--- src/hw/rtl/pls_pkg.sv ---
// Shared types and default sizes for the positional list store.
`timescale 1ns / 1ps
`default_nettype none

package pls_pkg;

	localparam int DEF_CAPACITY   = 64;
	localparam int DEF_DATA_WIDTH = 32;

	// Request codes as they arrive on the input stream.
	typedef enum logic [2:0] {
		REQ_PUSH_BACK  = 3'd0,
		REQ_PUSH_FRONT = 3'd1,
		REQ_INSERT     = 3'd2,
		REQ_POP_BACK   = 3'd3,
		REQ_POP_FRONT  = 3'd4,
		REQ_ERASE      = 3'd5,
		REQ_READ_AT    = 3'd6
	} req_t;

	// Result status codes.
	typedef enum logic [1:0] {
		ST_OK    = 2'd0,
		ST_FULL  = 2'd1,
		ST_EMPTY = 2'd2,
		ST_RANGE = 2'd3
	} status_t;

	// Command broadcast to every cell of the chain.
	typedef enum logic [1:0] {
		CELL_HOLD   = 2'd0,
		CELL_INSERT = 2'd1,
		CELL_ERASE  = 2'd2
	} cell_op_t;

endpackage

`default_nettype wire

--- src/hw/rtl/pls_cell.sv ---
// One storage cell of the list chain; takes its new value from a neighbor or the input.
`timescale 1ns / 1ps
`default_nettype none

module pls_cell #(
	parameter int DATA_WIDTH = pls_pkg::DEF_DATA_WIDTH,
	parameter int POS_W      = 6,
	parameter int INDEX      = 0
) (
	input  wire logic                  clk,
	input  wire pls_pkg::cell_op_t     op,
	input  wire logic [POS_W-1:0]      pos,
	input  wire logic [DATA_WIDTH-1:0] ins_value,
	input  wire logic [DATA_WIDTH-1:0] left_data,
	input  wire logic [DATA_WIDTH-1:0] right_data,
	output logic      [DATA_WIDTH-1:0] data_q
);
	import pls_pkg::*;

	localparam logic [POS_W-1:0] IDX = POS_W'(INDEX);

	logic at_pos;
	logic past_pos;

	assign at_pos   = (pos == IDX);
	assign past_pos = (pos < IDX);

	// An insert moves everything past the position up by one; an erase pulls
	// everything at or past the position down by one.
	always_ff @(posedge clk) begin
		case (op)
			CELL_INSERT: begin
				if (at_pos) begin
					data_q <= ins_value;
				end else if (past_pos) begin
					data_q <= left_data;
				end
			end
			CELL_ERASE: begin
				if (at_pos || past_pos) begin
					data_q <= right_data;
				end
			end
			default: begin
				data_q <= data_q;
			end
		endcase
	end

endmodule

`default_nettype wire

--- config.mk ---
export PLATFORM = sky130hd
export DESIGN_NAME = pls_cell
export DESIGN_NICKNAME = d
export VERILOG_FILES = /design/src/hw/rtl/pls_pkg.sv /design/src/hw/rtl/pls_cell.sv
export SDC_FILE = /design/constraint.sdc
export NUM_CORES = 1
export LEC_CHECK = 0
export BUFFER_PORTS_ARGS = -buffer_cell sky130_fd_sc_hd__buf_2
export CORE_UTILIZATION = 28
export DETAILED_ROUTE_END_ITERATION = 8
export PLACE_DENSITY_LB_ADDON = 0.08
export REMOVE_ABC_BUFFERS = 1
export SLEW_MARGIN = 5
export SYNTH_ARGS = -nofsm -noshare
export SYNTH_HDL_FRONTEND = slang
export SYNTH_SLANG_ARGS = --single-unit
--- constraint.sdc ---
create_clock -name clk -period 5.3 [get_ports clk]
set_clock_uncertainty 0.1 [all_clocks]
set_input_delay 1.06 -clock clk [delete_from_list [all_inputs] [get_ports clk]]
set_output_delay 1.06 -clock clk [all_outputs]
set_load 0.01 [all_outputs]
* After elaboration in Yosys (flattened, before gate mapping) *
Index checks and enable logic that the tools add are counted.

storage, ports and cells
  flip-flop bits (word level) = 32
  bits in latches = 0
  memory bits (writable) = 0
  ROM bits = 0
  bits of input ports = 105
  output and inout port bits = 32
  word-level logic and storage cells = 14
  memories kept = 0

operators by class
  add/sub/neg operators = 0
  multiply operators = 0
  div/mod/pow operators = 0
  magnitude comparators = 1
  equality and inequality tests = 4
  shift-type cells = 0
  muxes and demuxes = 4
  bitwise operators = 0
  reductions and logical operators = 4

operator list
  cell                                                 count
  two-way mux 32 bit                                   3
  case mux 32 bit (2 select lines)                     1
  logical NOT 6 bit                                    1
  < comparator 6 x 1 -> 1 bit (second input constant)  1
  != test 3 bit (second input constant)                1
  AND reduction 3 bit                                  1
  == test 2 x 1 -> 1 bit (second input constant)       1
  == test 2 bit (second input constant)                1
  != test 2 bit (second input constant)                1
  nonzero test 2 bit                                   1
  logical OR 1 bit                                     1

* Longest topological paths before layout *
Gate-level depths: netlist (run 1).

  depth after elaboration = 4
  mapped depth = 4
  depth with buffers taken out = 2

* Worst setup path before layout (run 1) *
Ideal clock, no wire load.

  path type = input to register
  start = input port pos[0]
  end = register data_q[0] (enable)
  setup time = 0.442 ns
  arrival = 3.431 ns
  required time = 4.758 ns
  slack = 1.327 ns
  stages on the path = 2
  buffers on the path = 0
  cell sequence = or4_4 -> nor4_2

between the ends
  longest elaborated chain between the ends = 4
  elaborated cells on any way between the ends = 6
  those cells by class = order compare: 1; eq/ne: 2; reduce/logical: 3

ends and longest elaborated chain
  element                                                                  line                            source
  start: declaration                                                       pls_cell.sv:12                  input wire logic [POS_W-1:0] pos,
  < comparator 6 x 1 -> 1 bit / logical NOT 6 bit (equally long branches)  pls_cell.sv:26, pls_cell.sv:25
  logical OR 1 bit                                                         pls_cell.sv:40                  if (at_pos || past_pos) begin
  != test 2 bit (no line)                                                  -
  AND reduction 3 bit (no line) *                                          -
  end signal: assignment                                                   pls_cell.sv:34                  data_q <= ins_value;
  end signal: assignment                                                   pls_cell.sv:41                  data_q <= right_data;
  end signal: assignment                                                   pls_cell.sv:45                  data_q <= data_q;
  end: declaration                                                         pls_cell.sv:16                  output logic [DATA_WIDTH-1:0] data_q

Every way passes the cells marked *; elsewhere a longest branch is shown, timed or not.
A chain may end at the register's enable or synchronous reset.

* Worst setup path after layout (run 1) *
  start = input port pos[0]
  end = register data_q[2] (enable)

The elaborated chain is that of the path after synthesis.

==> results.yml, run 1 <==
run_status:
  status: "completed"
worst_setup_path:
  required_ns: 5.17
  crit_arrival_ns: 2.97
  critPathLaunchType: "primary input"
  path_class: "in -> reg"
  endpoint_kind: "flop"
  worst-path-max-fanout: 17
floorplanning:
  die_x_um: 73.2
  dieHeight_um: 73.2
  die-area_mm2: 0.00536
  core_mm2: 0.00479
  boundaryPins: 137
  rows: 25
  start_util: 0.297
logic_synthesis:
  syn-instance-count: 72
  synth_seq_cells: 32
  yosysWarnings: 0
  syn_area_mm2: 0.00142
  ys_seq_area_frac: 0.677
  avgSynthCellArea_um2: 19.7
  synth_cell_types: 8
grt:
  grt_pass1_vias: 1022
  antenna_found_initial: 0
  busiest_layer: "met2"
  globalRouteMet2Util: 0.204
  grt_pass1_wl_um: 4230
  grt_use_met3: 0.0442
  grt.total_usage: 0.110
  use_met1: 0.0992
  grt_max_degree: 33
  grt-ovfl-total: 0
finish:
  fin_util: 0.435
  reg_top3: "data_q x32"
  largest_register_ffs: 32
  diodes: 0
  regMostFlops: "data_q"
  areaGrowthSynthToFinish_pct: 46.7
  fin_area_mm2: 0.00208
  nets: 285
  drive_gt1_frac: 0.801
cts:
  cts_buffer_depth: 2
  post_cts_resized: 0
  postCtsHoldBufs: 0
  cts_setup_buffers: 0
  cts_root_buf: "clkbuf_8"
  path_clk_slew_ns: 0.06
  clock-sinks: 32
  h-tree-depth: 2
  cts_tree: "yes"
  cts_made_buffers: 5
placement:
  portBuffers: 104
  gp_congestion: 0.649
  hpwl_um: 2210
  dpl_cell_area_mm2: 0.00200
min_path:
  hp-class: "in -> reg"
  hold_path_startpoint: "ins_value[2]"
  holdPathEnd: "data_q[2]"
  whs_path_depth: 2
timing:
  finalCritPeriodShare: 0.585
  maxSlewViolCount: 0
  setup_viol_count_final: 0
  fmax_ghz: 0.322
  hold_viol_final: 0
  period_needed_ns: 3.10
  rsz0062_at_grt: "no"
  fin_setup_tns_ns: 0
  tightest_slew_ns: 1.07
  slew_headroom: 0.283
power:
  p_leak_nw: 0.891
  peakVddDrop_v: 0.000128
  power.density_mw_per_mm2: 248
flow_run:
  max_cap_violations: 0
drt:
  drt_wl_total_um: 2910
  num_vias: 1027
  drt_iter0_markers: 14
  vias_per_cell: 4.14
  first_pass_iters: 2
  route.detailed.drc: 0
  antenna_left: 0
  wl_per_cell_um: 11.7
==> Yosys cell counts, drive strengths merged <==
master | n | share of area
mux2 | 32 | 0.26
buf | 4 | 0.032
xnor2 | 1 | 0.0062
nor2b | 1 | 0.0044
or4 | 1 | 0.0079
edfxtp | 32 | 0.68
nor4 | 1 | 0.0088
==> layout by cell type (no fill, tap or decap) <==
master | Yosys | layout
buf_2 | 0 | 104
edfxtp_1 | 32 | 32
mux2_2 | 28 | 28
clkbuf_8 | 0 | 5
mux2_4 | 4 | 4
clkbuf_1 | 0 | 2
nor2b_4 | 0 | 1
or4_4 | 1 | 1
xnor2_1 | 1 | 1
nor4_4 | 0 | 1
clkinv_1 | 0 | 1
buf_4 | 0 | 1
==> per-layer routing <==
metal,vias up,share of wire,wire (um)
met5,-,0,0
met4,0,0.020,59
met3,9,0.10,302
met2,55,0.54,1570
met1,467,0.34,981
li1,496,-,-
==> stage by stage <==
stage / setup WS, ns / std cells / total power (W) / hold WS, ns
finish: 2.20 / 248 / 0.000516 / 0.977
global route: 2.05 / 248 / 0.000537 / 0.973
CTS: 2.13 / 248 / 0.000525 / 0.968
detailed placement: 1.82 / 240 / 0.000348 / 1.26
global placement: 1.88 / 240 / 0.000346 / 1.26
floorplan: 1.33 / 68 / 0.000317 / 1.18
==> cells by family (layout without fill, tap and decap cells) <==
kind of cell	count (synthesis)	in the layout	synth area share
and+or+nand+nor	3	3	0.0211
xor gates and xnor gates	1	1	0.00617
muxes	32	32	0.264
DFF	32	32	0.677
buffers and inverters	4	113	0.0317
==> how the worst max path moves through the flow <==
| stage | endpoint | slack (ns) | from | depth (start not counted) |
|---|---|---|---|---|
| finish | data_q[2] | 2.20 | pos[0] | 4 |
| global route | data_q[21] | 2.05 | pos[0] | 4 |
| CTS | data_q[2] | 2.13 | pos[0] | 4 |
| detailed placement | data_q[12] | 1.82 | pos[0] | 4 |
| global placement | data_q[12] | 1.88 | pos[0] | 4 |
| floorplan | data_q[0] | 1.33 | pos[0] | 2 |
==> worst max-delay path: stages <==
cell and delay (ns):
buf_2 0.10, or4_4 0.53, nor4_4 0.88, buf_4 0.39
==> power breakdown <==
part           switching [W]  internal [W]   total, W
Combinational      0.0000193     0.0000396  0.0000588
Clock              0.0000833     0.0000912   0.000175
Sequential       0.000000381      0.000282   0.000283
Total               0.000103      0.000413   0.000516
==> final cells by class <==
type	count	area [um2]
Clock inverter	1	3.75
Sequential cell	32	961
Tap cell	67	83.8
Multi-Input combinational cell	36	430
Timing Repair Buffer	105	528
Fill cell	476	2700
Clock buffer	7	76.3
Note: power is estimated with default switching activity, not from simulation.
==> inputs of run 2 (changes only) <==
==> constraint.sdc (replaced) <==
create_clock -name clk -period 2.55 [get_ports clk]
set_clock_uncertainty 0.1 [all_clocks]
set_input_delay 0.51 -clock clk [delete_from_list [all_inputs] [get_ports clk]]
set_output_delay 0.51 -clock clk [all_outputs]
set_load 0.01 [all_outputs]
==> run 2 against run 1 <==
  * Power up 100%
  * Routed wire length down 1.4%
  * Worst hold slack worse by 0.54 ns
  * Sequential cell count unchanged
  * Worst setup slack worse by 1.5 ns
  * Utilization up 0.24 points
  * Die area unchanged
==> results.yml, run 2 (synthesis results as in run 1) <==
timing:
  period_needed_ns: 1.83
  finalCritPeriodShare: 0.716
  rsz0062_at_grt: "no"
  hold_viol_final: 0
  tightest_slew_ns: 0.252
  hold_slack_ns: 0.436
  fin_ws_ns: 0.725
  maxSlewViolCount: 0
  setup_viol_count_final: 0
  slew_headroom: 0.831
  fmax_ghz: 0.548
min_path:
  hp-class: "in -> reg"
cts:
  cts_buffer_depth: 2
  path_clk_slew_ns: 0.06
  post_cts_resized: 0
  cts_made_buffers: 5
  cts_root_buf: "clkbuf_8"
  postCtsHoldBufs: 0
  cts_tree: "yes"
  h-tree-depth: 2
  clock-sinks: 32
  cts_setup_buffers: 0
power:
  p_int_w: 0.000847
  p_leak_nw: 0.903
  peakVddDrop_v: 0.000305
  pwr-share-comb: 0.119
  switchingPower_w: 0.000199
  total_power_w: 0.00105
  clkPwrFrac: 0.319
  p_sw_frac: 0.190
  seqPwrFrac: 0.562
  power.density_mw_per_mm2: 499
drt:
  wl_per_cell_um: 11.6
  drt_wl_total_um: 2870
  vias_per_cell: 4.13
  first_pass_iters: 4
  route.detailed.drc: 0
  antenna_left: 0
  drt_iter0_markers: 48
  num_vias: 1024
grt:
  grt.total_usage: 0.110
  grt_pass1_wl_um: 4220
  grt_pass1_vias: 987
  grt-ovfl-total: 0
  antenna_found_initial: 0
  grt_max_degree: 18
floorplanning:
  boundaryPins: 137
  start_util: 0.297
  dieHeight_um: 73.2
  rows: 25
  die_x_um: 73.2
  core_mm2: 0.00479
  die-area_mm2: 0.00536
finish:
  final_common_cell: "buf_2"
  regMostFlops: "data_q"
  nets: 288
  areaGrowthSynthToFinish_pct: 47.5
  drive_gt1_frac: 0.818
  reg_top3: "data_q x32"
  diodes: 0
  fin_area_mm2: 0.00209
  final.fill_count: 488
  largest_register_ffs: 32
  mostFrequentLayoutCells: "buf_2, edfxtp_1, mux2_2"
worst_setup_path:
  crit_arrival_ns: 1.69
  worst-path-max-fanout: 16
  path_class: "in -> reg"
  endpoint_kind: "flop"
  critPathLaunchType: "primary input"
  required_ns: 2.41
placement:
  dpl_cell_area_mm2: 0.00203
  gp_congestion: 0.659
  portBuffers: 104
  hpwl_um: 2330
  place_ws_ns: 0.413
flow_run:
  max_cap_violations: 0
run_status:
  status: "completed"
-- run 2: area by class of cell --
type	instances	area, um2	share of cell area
Tap cell	67	83.8	0.0400
Timing Repair Buffer	108	551	0.263
Sequential cell	32	961	0.459
Multi-Input combinational cell	36	430	0.205
Clock buffer	5	68.8	0.0329
-- run 2: worst paths after layout --
path | startpoint | to | cells past startpoint
setup / recovery | pos[0] | data_q[5] | 4
hold / removal | ins_value[24] | data_q[24] | 2
-- run 2: critical path, stage by stage --
cell and delay, ns:
buf_2 0.09, or4_4 0.53, nor4_4 0.25, buf_4 0.29
-- run 2: layer usage --
metal | track usage | vias to the layer above | share of wire
li1 | - | 498 | -
met4 | 0.0458 | 0 | 0.015
met5 | 0 | - | 0
met3 | 0.0539 | 5 | 0.095
met1 | 0.105 | 464 | 0.35
met2 | 0.200 | 57 | 0.54
-- run 2: power groups by stage --
stage | registers [W] | clock network, W | logic (W)
after floorplan | 0.000601 | 0 | 0.0000570
after global placement | 0.000599 | 0 | 0.000122
after detailed placement | 0.000599 | 0 | 0.000127
after CTS | 0.000588 | 0.000352 | 0.000127
after global routing | 0.000588 | 0.000373 | 0.000136
final | 0.000588 | 0.000333 | 0.000124
-- run 2: through the flow --
| step | TNS [ns] | util | instances |
|---|---|---|---|
| final | 0 | 0.438 | 248 |
| after global routing | 0 | 0.438 | 248 |
| after CTS | 0 | 0.438 | 248 |
| after detailed placement | 0 | 0.423 | 243 |
| after global placement | 0 | 0.423 | 243 |
| after floorplan | -37.04 | - | 68 |
==> inputs of run 3 (changes only) <==
==> constraint.sdc (replaced) <==
create_clock -name clk -period 1.9 [get_ports clk]
set_clock_uncertainty 0.1 [all_clocks]
set_input_delay 0.38 -clock clk [delete_from_list [all_inputs] [get_ports clk]]
set_output_delay 0.38 -clock clk [all_outputs]
set_load 0.01 [all_outputs]
==> run 3 against run 2 <==
  * Worst hold slack worse by 0.13 ns
  * Sequential share of layout area down 0.51 points
  * Count of clock-buffer cells in the layout up 2
  * Utilization up 0.50 points
  * First-iteration DRC count down 40%
  * Clock power up 44%
  * Sequential power up 34%
  * Die area unchanged
  * Power up 38%
  * Cell count up 1.2%
  * Combinational power up 38%
  * Worst setup slack worse by 0.51 ns
  * Critical endpoint is now data_q[15]
  * Largest cell class unchanged
  * Largest power group unchanged
==> results.yml, run 3 (synthesis results as in run 1) <==
timing:
  rsz0062_at_grt: "no"
  setup_viol_count_final: 0
  hold_slack_ns: 0.301
  finalCritPeriodShare: 0.888
  hold_viol_final: 0
  period_needed_ns: 1.69
  fmax_ghz: 0.593
  fin_ws_ns: 0.213
  tightest_slew_ns: 0.255
  maxSlewViolCount: 0
  slew_headroom: 0.829
power:
  power.density_mw_per_mm2: 679
  clkPwrFrac: 0.333
  pwr-share-comb: 0.119
  seqPwrFrac: 0.549
  p_sw_frac: 0.195
  total_power_w: 0.00144
  switchingPower_w: 0.000281
  peakVddDrop_v: 0.000266
  p_int_w: 0.00116
  p_leak_nw: 0.910
grt:
  antenna_found_initial: 0
  grt.total_usage: 0.110
  grt_max_degree: 18
  grt_pass1_vias: 1011
  grt-ovfl-total: 0
  grt_pass1_wl_um: 4240
run_status:
  status: "completed"
finish:
  drive_gt1_frac: 0.804
  diodes: 0
  nets: 288
  regMostFlops: "data_q"
  mostFrequentLayoutCells: "buf_2, edfxtp_1, mux2_2"
  areaGrowthSynthToFinish_pct: 49.2
  final.fill_count: 471
  final_common_cell: "buf_2"
  largest_register_ffs: 32
  reg_top3: "data_q x32"
floorplanning:
  dieHeight_um: 73.2
  die-area_mm2: 0.00536
  boundaryPins: 137
  rows: 25
  start_util: 0.297
  core_mm2: 0.00479
  die_x_um: 73.2
placement:
  place_ws_ns: -0.0944
  hpwl_um: 2310
  portBuffers: 104
  gp_congestion: 0.650
drt:
  num_vias: 1031
  antenna_left: 0
  vias_per_cell: 4.11
  first_pass_iters: 2
  drt_wl_total_um: 2900
  drt_iter0_markers: 29
  route.detailed.drc: 0
  wl_per_cell_um: 11.6
cts:
  cts_tree: "yes"
  path_clk_slew_ns: 0.06
  postCtsHoldBufs: 0
  cts_setup_buffers: 0
  clock-sinks: 32
  cts_buffer_depth: 2
  cts_made_buffers: 5
  post_cts_resized: 0
  h-tree-depth: 2
  cts_root_buf: "clkbuf_8"
min_path:
  hp-class: "in -> reg"
  hold_path_startpoint: "right_data[1]"
  whs_path_depth: 2
worst_setup_path:
  endpoint_kind: "flop"
  required_ns: 1.76
  startpoint: "pos[0]"
  worst-path-max-fanout: 16
  critPathLaunchType: "primary input"
  crit_arrival_ns: 1.55
  path_class: "in -> reg"
flow_run:
  max_cap_violations: 0
[run 3: cell types whose count changed in the layout (fill, tap and decap cells not counted)]
cell,previous run,this run
clkinv_1,0,1
buf_12,0,1
buf_4,4,3
clkbuf_1,0,2
[run 3: area by class of cell]
class                   count  area [um2]  area share
clock buffers               7        76.3      0.0360
clock inverters             1        3.75     0.00177
multi-input cells          36         430       0.203
flip-flops and latches     32         961       0.454
well taps                  67        83.8      0.0396
repair buffers            108         563       0.266
[run 3: per-layer routing]
layer	vias up	share of wire	track usage
li1	501	-	-
met1	470	0.36	0.105
met2	56	0.53	0.203
met3	4	0.094	0.0539
met4	0	0.0093	0.0392
met5	-	0	0
[run 3: worst paths after layout]
kind | endpoint | slack [ns]
min | data_q[1] | 0.30
max | data_q[15] | 0.21
[run 3: power groups by stage]
stage / combinational [W] / clock (W) / sequential (W)
2_1_floorplan: 0.0000764 / 0 / 0.000807
3_3_place_gp: 0.000168 / 0 / 0.000804
3_5_place_dp: 0.000174 / 0 / 0.000804
4_1_cts: 0.000174 / 0.000506 / 0.000789
5_1_grt: 0.000187 / 0.000540 / 0.000789
6_report: 0.000171 / 0.000479 / 0.000789
[run 3: critical path: stages]
cell and delay, ns:
buf_2 0.10, or4_4 0.53, nor4_4 0.24, buf_4 0.29
[run 3: per-stage QoR]
stage / setup TNS, ns / cell area (um2) / utilization / std cells
floorplan: -70.32 / 1380 / - / 68
detailed placement: -2.95 / 2040 / 0.426 / 243
global route: 0 / 2120 / 0.443 / 251
CTS: 0 / 2120 / 0.443 / 251
global placement: -2.52 / 2040 / 0.426 / 243
finish: 0 / 2120 / 0.443 / 251
